[src/rtl/selt_pkg.sv]
// selt_pkg: shared types, sizes and codes of the shared/exclusive lock table
// used by every module under rtl/ except selt_ram, depends on nothing
package selt_pkg;

    // table geometry
    localparam int LOCK_ENTRIES      = 16;
    localparam int GRANTS_PER_ENTRY  = 8;
    localparam int WAITERS_PER_ENTRY = 8;
    localparam int NODE_BITS         = 8;

    // fixed field widths
    localparam int NODE_W = 8;
    localparam int KEY_W  = 64;
    localparam int TXG_W  = 64;

    // derived widths
    localparam int ENT_W    = $clog2(LOCK_ENTRIES);
    localparam int GCNT_W   = $clog2(GRANTS_PER_ENTRY + 1);
    localparam int WCNT_W   = $clog2(WAITERS_PER_ENTRY + 1);
    localparam int IDX_W    = (GCNT_W > WCNT_W) ? GCNT_W : WCNT_W;
    localparam int GRAM_DEPTH = LOCK_ENTRIES * GRANTS_PER_ENTRY;
    localparam int WRAM_DEPTH = LOCK_ENTRIES * WAITERS_PER_ENTRY;
    localparam int GRAM_AW  = $clog2(GRAM_DEPTH);
    localparam int WRAM_AW  = $clog2(WRAM_DEPTH);

    localparam logic [NODE_W-1:0] NODE_MASK = NODE_W'((1 << NODE_BITS) - 1);

    // key mixing
    localparam logic [KEY_W-1:0] HASH_MUL_A = 64'h9E3779B97F4A7C15;
    localparam logic [KEY_W-1:0] HASH_MUL_B = 64'h517CC1B727220A95;
    localparam int HASH_ROT_A  = 17;
    localparam int HASH_ROT_B  = 31;
    localparam int HASH_CYCLES = 8;
    localparam int HCNT_W      = $clog2(HASH_CYCLES);

    // command modes
    localparam logic [2:0] MODE_REQUEST    = 3'd0;
    localparam logic [2:0] MODE_RELEASE    = 3'd1;
    localparam logic [2:0] MODE_REL_TXG    = 3'd2;
    localparam logic [2:0] MODE_IS_LOCKED  = 3'd3;
    localparam logic [2:0] MODE_CONFLICT   = 3'd4;

    // result status codes
    localparam logic [2:0] ST_OK         = 3'd0;
    localparam logic [2:0] ST_QUEUED     = 3'd1;
    localparam logic [2:0] ST_NOT_FOUND  = 3'd2;
    localparam logic [2:0] ST_TABLE_FULL = 3'd3;
    localparam logic [2:0] ST_LIST_FULL  = 3'd4;

    typedef struct packed {
        logic [2:0]        mode;
        logic [NODE_W-1:0] node;
        logic              lock_kind;
        logic [3:0]        resource_kind;
        logic [63:0]       objset_id;
        logic [63:0]       object_id;
        logic [TXG_W-1:0]  txg_number;
    } t_in_beat;

    typedef struct packed {
        logic [2:0]        status;
        logic              answer;
        logic              woke_valid;
        logic [NODE_W-1:0] woke_node;
        logic              woke_kind;
    } t_out_beat;

    typedef struct packed {
        logic [NODE_W-1:0] node;
        logic              kind;
        logic [TXG_W-1:0]  txg;
    } t_grant;

    typedef struct packed {
        logic [NODE_W-1:0] node;
        logic              kind;
    } t_waiter;

    // datapath operations issued by the controller, one per cycle
    typedef enum logic [4:0] {
        OP_NOP,
        OP_LOAD,
        OP_HASH,
        OP_SCAN,
        OP_CREATE,
        OP_GRANT,
        OP_QUEUE,
        OP_SET_TFULL,
        OP_SET_LFULL,
        OP_SET_NF,
        OP_GRD,
        OP_GNEXT,
        OP_DROP,
        OP_SHRD,
        OP_SHWR,
        OP_GDEC,
        OP_WRD,
        OP_WGET,
        OP_WSHRD,
        OP_WSHWR,
        OP_WGRANT,
        OP_FREE,
        OP_ANSWER,
        OP_CONFQ,
        OP_ENT_NEXT,
        OP_PUBLISH
    } t_dp_op;

    // datapath flags seen by the controller
    typedef struct packed {
        logic [2:0] mode;
        logic       hash_done;
        logic       scan_last;
        logic       hit;
        logic       free_found;
        logic       can_grant;
        logic       gc_full;
        logic       wc_full;
        logic       gi_end;
        logic       match;
        logic       sh_more;
        logic       wsh_more;
        logic       gc_zero;
        logic       wc_zero;
        logic       ent_valid;
        logic       ent_last;
    } t_dp_status;

endpackage

[src/rtl/selt_ctrl.sv]
// selt_ctrl: command sequencer of the lock table, drives one datapath op per cycle
// depends on selt_pkg
module selt_ctrl
    import selt_pkg::*;
(
    input  logic       i_clk,
    input  logic       i_rst_n,
    input  logic       i_valid,
    output logic       o_stall,
    output logic       o_valid,
    input  logic       i_stall,
    input  t_dp_status i_st,
    output t_dp_op     o_op
);

    typedef enum logic [4:0] {
        S_IDLE,
        S_HASH,
        S_SCAN,
        S_DISP,
        S_REQ,
        S_GRD,
        S_GCHK,
        S_SHIFT,
        S_SHWR,
        S_WAKE,
        S_WGET,
        S_WSH,
        S_WSHWR,
        S_FREE,
        S_TXENT,
        S_TXNEXT,
        S_DONE
    } t_state;

    t_state r_state;
    t_state n_state;
    logic   r_out_valid;
    logic   n_out_valid;
    logic   publish;

    assign publish = (r_state == S_DONE) && (!r_out_valid || !i_stall);

    // next state and datapath op
    always_comb begin
        n_state = r_state;
        o_op    = OP_NOP;
        unique case (r_state)
            S_IDLE: begin
                if (i_valid) begin
                    o_op    = OP_LOAD;
                    n_state = S_HASH;
                end
            end
            S_HASH: begin
                o_op = OP_HASH;
                if (i_st.hash_done) begin
                    if (i_st.mode == MODE_REL_TXG) begin
                        n_state = S_TXENT;
                    end else if (i_st.mode == MODE_REQUEST || i_st.mode == MODE_RELEASE ||
                                 i_st.mode == MODE_IS_LOCKED ||
                                 i_st.mode == MODE_CONFLICT) begin
                        n_state = S_SCAN;
                    end else begin
                        n_state = S_DONE;
                    end
                end
            end
            S_SCAN: begin
                o_op = OP_SCAN;
                if (i_st.scan_last) begin
                    n_state = S_DISP;
                end
            end
            S_DISP: begin
                n_state = S_DONE;
                priority if (i_st.mode == MODE_REQUEST) begin
                    if (i_st.hit) begin
                        n_state = S_REQ;
                    end else if (i_st.free_found) begin
                        o_op    = OP_CREATE;
                        n_state = S_REQ;
                    end else begin
                        o_op    = OP_SET_TFULL;
                    end
                end else if (i_st.mode == MODE_RELEASE) begin
                    if (i_st.hit) begin
                        n_state = S_GRD;
                    end else begin
                        o_op    = OP_SET_NF;
                    end
                end else if (i_st.mode == MODE_IS_LOCKED) begin
                    if (i_st.hit) begin
                        n_state = S_GRD;
                    end
                end else begin
                    o_op = OP_CONFQ;
                end
            end
            S_REQ: begin
                n_state = S_DONE;
                if (i_st.can_grant) begin
                    o_op = i_st.gc_full ? OP_SET_LFULL : OP_GRANT;
                end else begin
                    o_op = i_st.wc_full ? OP_SET_LFULL : OP_QUEUE;
                end
            end
            S_GRD: begin
                if (i_st.gi_end) begin
                    if (i_st.mode == MODE_RELEASE) begin
                        n_state = S_WAKE;
                    end else if (i_st.mode == MODE_REL_TXG) begin
                        n_state = S_TXNEXT;
                    end else begin
                        n_state = S_DONE;
                    end
                end else begin
                    o_op    = OP_GRD;
                    n_state = S_GCHK;
                end
            end
            S_GCHK: begin
                if (i_st.match) begin
                    if (i_st.mode == MODE_IS_LOCKED) begin
                        o_op    = OP_ANSWER;
                        n_state = S_DONE;
                    end else begin
                        o_op    = OP_DROP;
                        n_state = S_SHIFT;
                    end
                end else begin
                    o_op    = OP_GNEXT;
                    n_state = S_GRD;
                end
            end
            S_SHIFT: begin
                if (i_st.sh_more) begin
                    o_op    = OP_SHRD;
                    n_state = S_SHWR;
                end else begin
                    o_op    = OP_GDEC;
                    n_state = (i_st.mode == MODE_RELEASE) ? S_WAKE : S_GRD;
                end
            end
            S_SHWR: begin
                o_op    = OP_SHWR;
                n_state = S_SHIFT;
            end
            S_WAKE: begin
                if (i_st.gc_zero && !i_st.wc_zero) begin
                    o_op    = OP_WRD;
                    n_state = S_WGET;
                end else begin
                    n_state = S_FREE;
                end
            end
            S_WGET: begin
                o_op    = OP_WGET;
                n_state = S_WSH;
            end
            S_WSH: begin
                if (i_st.wsh_more) begin
                    o_op    = OP_WSHRD;
                    n_state = S_WSHWR;
                end else begin
                    o_op    = OP_WGRANT;
                    n_state = S_FREE;
                end
            end
            S_WSHWR: begin
                o_op    = OP_WSHWR;
                n_state = S_WSH;
            end
            S_FREE: begin
                o_op    = OP_FREE;
                n_state = S_DONE;
            end
            S_TXENT: begin
                n_state = i_st.ent_valid ? S_GRD : S_TXNEXT;
            end
            S_TXNEXT: begin
                if (i_st.ent_last) begin
                    n_state = S_DONE;
                end else begin
                    o_op    = OP_ENT_NEXT;
                    n_state = S_TXENT;
                end
            end
            S_DONE: begin
                if (publish) begin
                    o_op    = OP_PUBLISH;
                    n_state = S_IDLE;
                end
            end
            default: begin
                n_state = S_IDLE;
            end
        endcase
    end

    // output beat valid: set on publish, cleared when taken
    always_comb begin
        n_out_valid = r_out_valid && i_stall;
        if (publish) begin
            n_out_valid = 1'b1;
        end
    end

    // state and registered outputs
    always_ff @(posedge i_clk) begin
        if (!i_rst_n) begin
            r_state     <= S_IDLE;
            r_out_valid <= 1'b0;
        end else begin
            r_state     <= n_state;
            r_out_valid <= n_out_valid;
        end
    end

    assign o_stall = (r_state != S_IDLE);
    assign o_valid = r_out_valid;

    // an accepted beat always starts key mixing
    a_accept_hash: assert property (@(posedge i_clk) disable iff (!i_rst_n)
        (r_state == S_IDLE && i_valid) |=> (r_state == S_HASH))
        else $error("accepted beat did not start key mixing");

    // a published result shows up and frees the input side
    a_publish: assert property (@(posedge i_clk) disable iff (!i_rst_n)
        publish |=> (r_out_valid && r_state == S_IDLE))
        else $error("published result not presented");

    // results are only published from the done state
    a_publish_src: assert property (@(posedge i_clk) disable iff (!i_rst_n)
        (!r_out_valid && $past(r_out_valid) == 1'b0 && n_out_valid) |-> (r_state == S_DONE))
        else $error("result valid raised outside done state");

endmodule

[config.mk]
export PLATFORM = sky130hd
export DESIGN_NAME = selt_ctrl
export DESIGN_NICKNAME = d
export VERILOG_FILES = /design/src/rtl/selt_pkg.sv /design/src/rtl/selt_ctrl.sv
export SDC_FILE = /design/constraint.sdc
export NUM_CORES = 1
export LEC_CHECK = 0
export BUFFER_PORTS_ARGS = -buffer_cell sky130_fd_sc_hd__buf_2
export CAP_MARGIN = 20
export CORE_UTILIZATION = 32
export DETAILED_ROUTE_END_ITERATION = 10
export PLACE_DENSITY = 0.6
export SETUP_SLACK_MARGIN = 0.02
export SLEW_MARGIN = 20
export SYNTH_ARGS = -nofsm -noshare
export SYNTH_HDL_FRONTEND = slang
export SYNTH_SLANG_ARGS = --single-unit
[constraint.sdc]
create_clock -name i_clk -period 1.9 [get_ports i_clk]
set_input_delay 0.095 -clock i_clk [delete_from_list [all_inputs] [get_ports i_clk]]
set_output_delay 0.095 -clock i_clk [all_outputs]
set_load 0.01 [all_outputs]
==> out/results.tsv <==
stage	metric	value	unit
outcome	status	finished clean	
setup_path	nature of the critical path endpoint	output pin	
setup_path	critical path launch point type	flip-flop	
final_layout	final non-filler cell total	255	
setup_path	Setup CP Type	reg2out	
die	Placeable Area	3340	um2
clock_tree	clock buffer depth	2	
setup_path	CP max stage cell	or3_4	
clock_tree	hold_buf cts	0	
final_layout	share of layout cells above drive strength 1	30.1	%
routing	Antenna Violating Nets Remaining	0	
clock_tree	number of buffers created by CTS	3	
grt	first-pass GRT wire length	6210	um
setup_path	Worst EP required	1.80	ns
placed_design	Port Buffer Count	28	
power	maximum VDD drop	149	uV
routing	drc violations	0	
die	die area	3750	um2
final_layout	commonest non-fill, non-tap cell in the layout	buf_2	
clock_tree	Worst-path clk slew	0.04	ns
flow_run	# Max-Cap Violations	0	
timing	worst-case clock skew	0.00855	ns
die	num rows	21	
logic_synthesis	Yosys top cell area share	10.7	%
logic_synthesis	register area share after synthesis	10.7	%
placed_design	placed insts	251	
logic_synthesis	Syn Std Cell Area	1120	um2
clock_tree	CTS root buffer	clkbuf_4	
logic_synthesis	Post-Syn Instances	173	
logic_synthesis	Seq cells post-synth	6	
die	Die X	61.2	um
logic_synthesis	EDFF count, synth	0	
hold_path	Min-Delay Path Depth	2	
final_layout	most frequent cells in the layout	buf_2 (28), nand2_1 (20), buf_4 (17), nor2_1 (16), a21oi_1 (12)	
logic_synthesis	post-synth top area cell	dfxtp_1	
timing	Setup-failing EPs final	0	
die	Die Ht	61.2	um
setup_path	critical path, cell by cell	or3b_4 -> or3_4 -> o21ai_2 -> nand4b_1 -> buf_2	
placed_design	RePlAce Congestion	0.983	
logic_synthesis	Syn Nets	195	
setup_path	Worst path depth	5	
die	IO Count	29	
logic_synthesis	ys async rst share	0	%
logic_synthesis	YS warnings	0	
hold_path	worst min path class	in2reg	
final_layout	final net count	233	
timing	hold slack	0.142	ns
timing	Hold Fails Final Rpt	0	
grt	GRT Residual Overflow	0	
grt	initial antenna violation count	0	
clock_tree	H-tree depth	1	
clock_tree	clk_lat worst skew	0.25	ns
setup_path	buffers plus inverters on the worst setup path	1	
grt	number of global-route vias before repair	1370	
final_layout	diode count	0	
routing	drt total wl	4070	um
setup_path	Largest stage delay, worst path	0.43	ns
final_layout	area delta synth->final	27.3	%
grt	Tot GR Track Use	22.1	%
setup_path	critical path's top delay family	simple AND/OR/NAND/NOR gates	
timing	Max Slew Vio Count	0	
grt	largest net degree at the start of global routing	14	
timing	fin crit share	97.4	%
timing	slew margin rel.	72.5	%
setup_path	crit-path max FO	7	
timing	fin crit period	1.85	ns
clock_tree	CTS tree	done	
final_layout	fillcell total	383	
placed_design	Post-DP HPWL	3250	um
timing	Max Fclk	541	MHz
logic_synthesis	top area cells in the synthesized netlist	dfxtp_1 (11%), nand2_1 (6.7%), nand2b_1 (6.1%)	
routing	total number of vias	1499	
timing	unrepaired setup endpoints after global routing	true	
power	LEAKAGE	0.586	nW
setup_path	Worst Path Arrival	1.76	ns
clock_tree	clk sinks	6	
power	pwr/cell area	476	nW/um2
routing	average wire per standard cell	16.0	um
logic_synthesis	main flop type after synthesis	dfxtp_1	
die	Initial Utilization	33.6	%
routing	drt via density	5.88	
setup_path	Worst Reg-to-Reg Cells	5	
logic_synthesis	syn avg cell area	6.49	um2
timing	Worst-Margin Slew	0.409	ns
routing	TritonRoute pass-1 iters	4	
logic_synthesis	count of cell types in the netlist	49	
routing	DRT iter0 DRCs	147	
-- cells by family (layout without fill, tap and decap cells) --
family                 after synthesis  in the layout  share of synthesized area [%]
muxes                                1              1                          0.892
DFF                                  6              6                           10.7
buffers and inverters               19             55                           8.14
AOI/OAI and AO/OA                   54             54                           33.6
and+or+nand+nor                     93             93                           46.7
-- state kept, by name, summed over array words and instances (netlist names) --
signal / flops
r_state: 5
o_valid: 1
-- through the flow --
| step | setup slack [ns] | total power [W] | area [um2] | TNS [ns] | utilization (%) |
|---|---|---|---|---|---|
| after global routing | -0.00711 | 0.000729 | 1430 | -0.00711 | 42.8 |
| final | 0.0499 | 0.000680 | 1430 | 0 | 42.8 |
| after global placement | 0.220 | 0.000548 | 1380 | 0 | 41.3 |
| after floorplan | 0.323 | 0.000397 | 1120 | 0 | - |
| after CTS | 0.0134 | 0.000670 | 1410 | 0 | 42.2 |
| after detailed placement | 0.205 | 0.000544 | 1380 | 0 | 41.3 |
-- area by class of cell --
type                            count  area [um2]  area share [%]
Multi-Input combinational cell    148         920            64.4
Timing Repair Buffer               46         279            19.5
Sequential cell                     6         128            8.93
Tap cell                           46        57.6            4.03
Clock buffer                        3        22.5            1.58
Inverter                            6        22.5            1.58
-- Yosys cell counts (3+ instances only) --
library cell / instances
a21oi_1: 12
a31oi_1: 6
buf_2: 4
clkbuf_1: 6
dfxtp_1: 6
inv_1: 6
nand2_1: 20
nand2b_1: 11
nand3_1: 8
nand4_1: 6
nand4b_1: 5
nor2_1: 16
nor2b_1: 5
nor3_1: 5
o211ai_1: 3
o21a_1: 3
o21ai_0: 5
o31ai_1: 4
-- timing repair --
item,CTS,global route
resized for setup,3,6
setup endpoints to repair,2,5
buffers inserted,0,1
endpoints found under the hold margin,0,0
gates cloned,0,0
pin swaps,0,1
-- path summary, 6_finish.rpt --
kind / to / slack, ns / startpoint
max: o_op[1] / 0.05 / r_state[0]
min: o_valid / 0.14 / i_rst_n
max reg2reg: r_state[0] / 0.23 / r_state[0]
min reg2reg: o_valid / 0.51 / o_valid
-- routing by layer --
metal / GRT usage [%] / up-vias / wire, um
li1: - / 726 / -
met1: 28.9 / 689 / 1710
met4: 9.42 / 0 / 88
met2: 36.8 / 72 / 1970
met3: 2.52 / 12 / 304
met5: 0 / - / 0
-- report_power, final --
| group | internal, W | switching, W |
|---|---|---|
| registers | 0.000138 | 0.0000178 |
| logic | 0.000179 | 0.000225 |
| clock network | 0.0000715 | 0.0000471 |
Power figures use the tool's default switching activity.
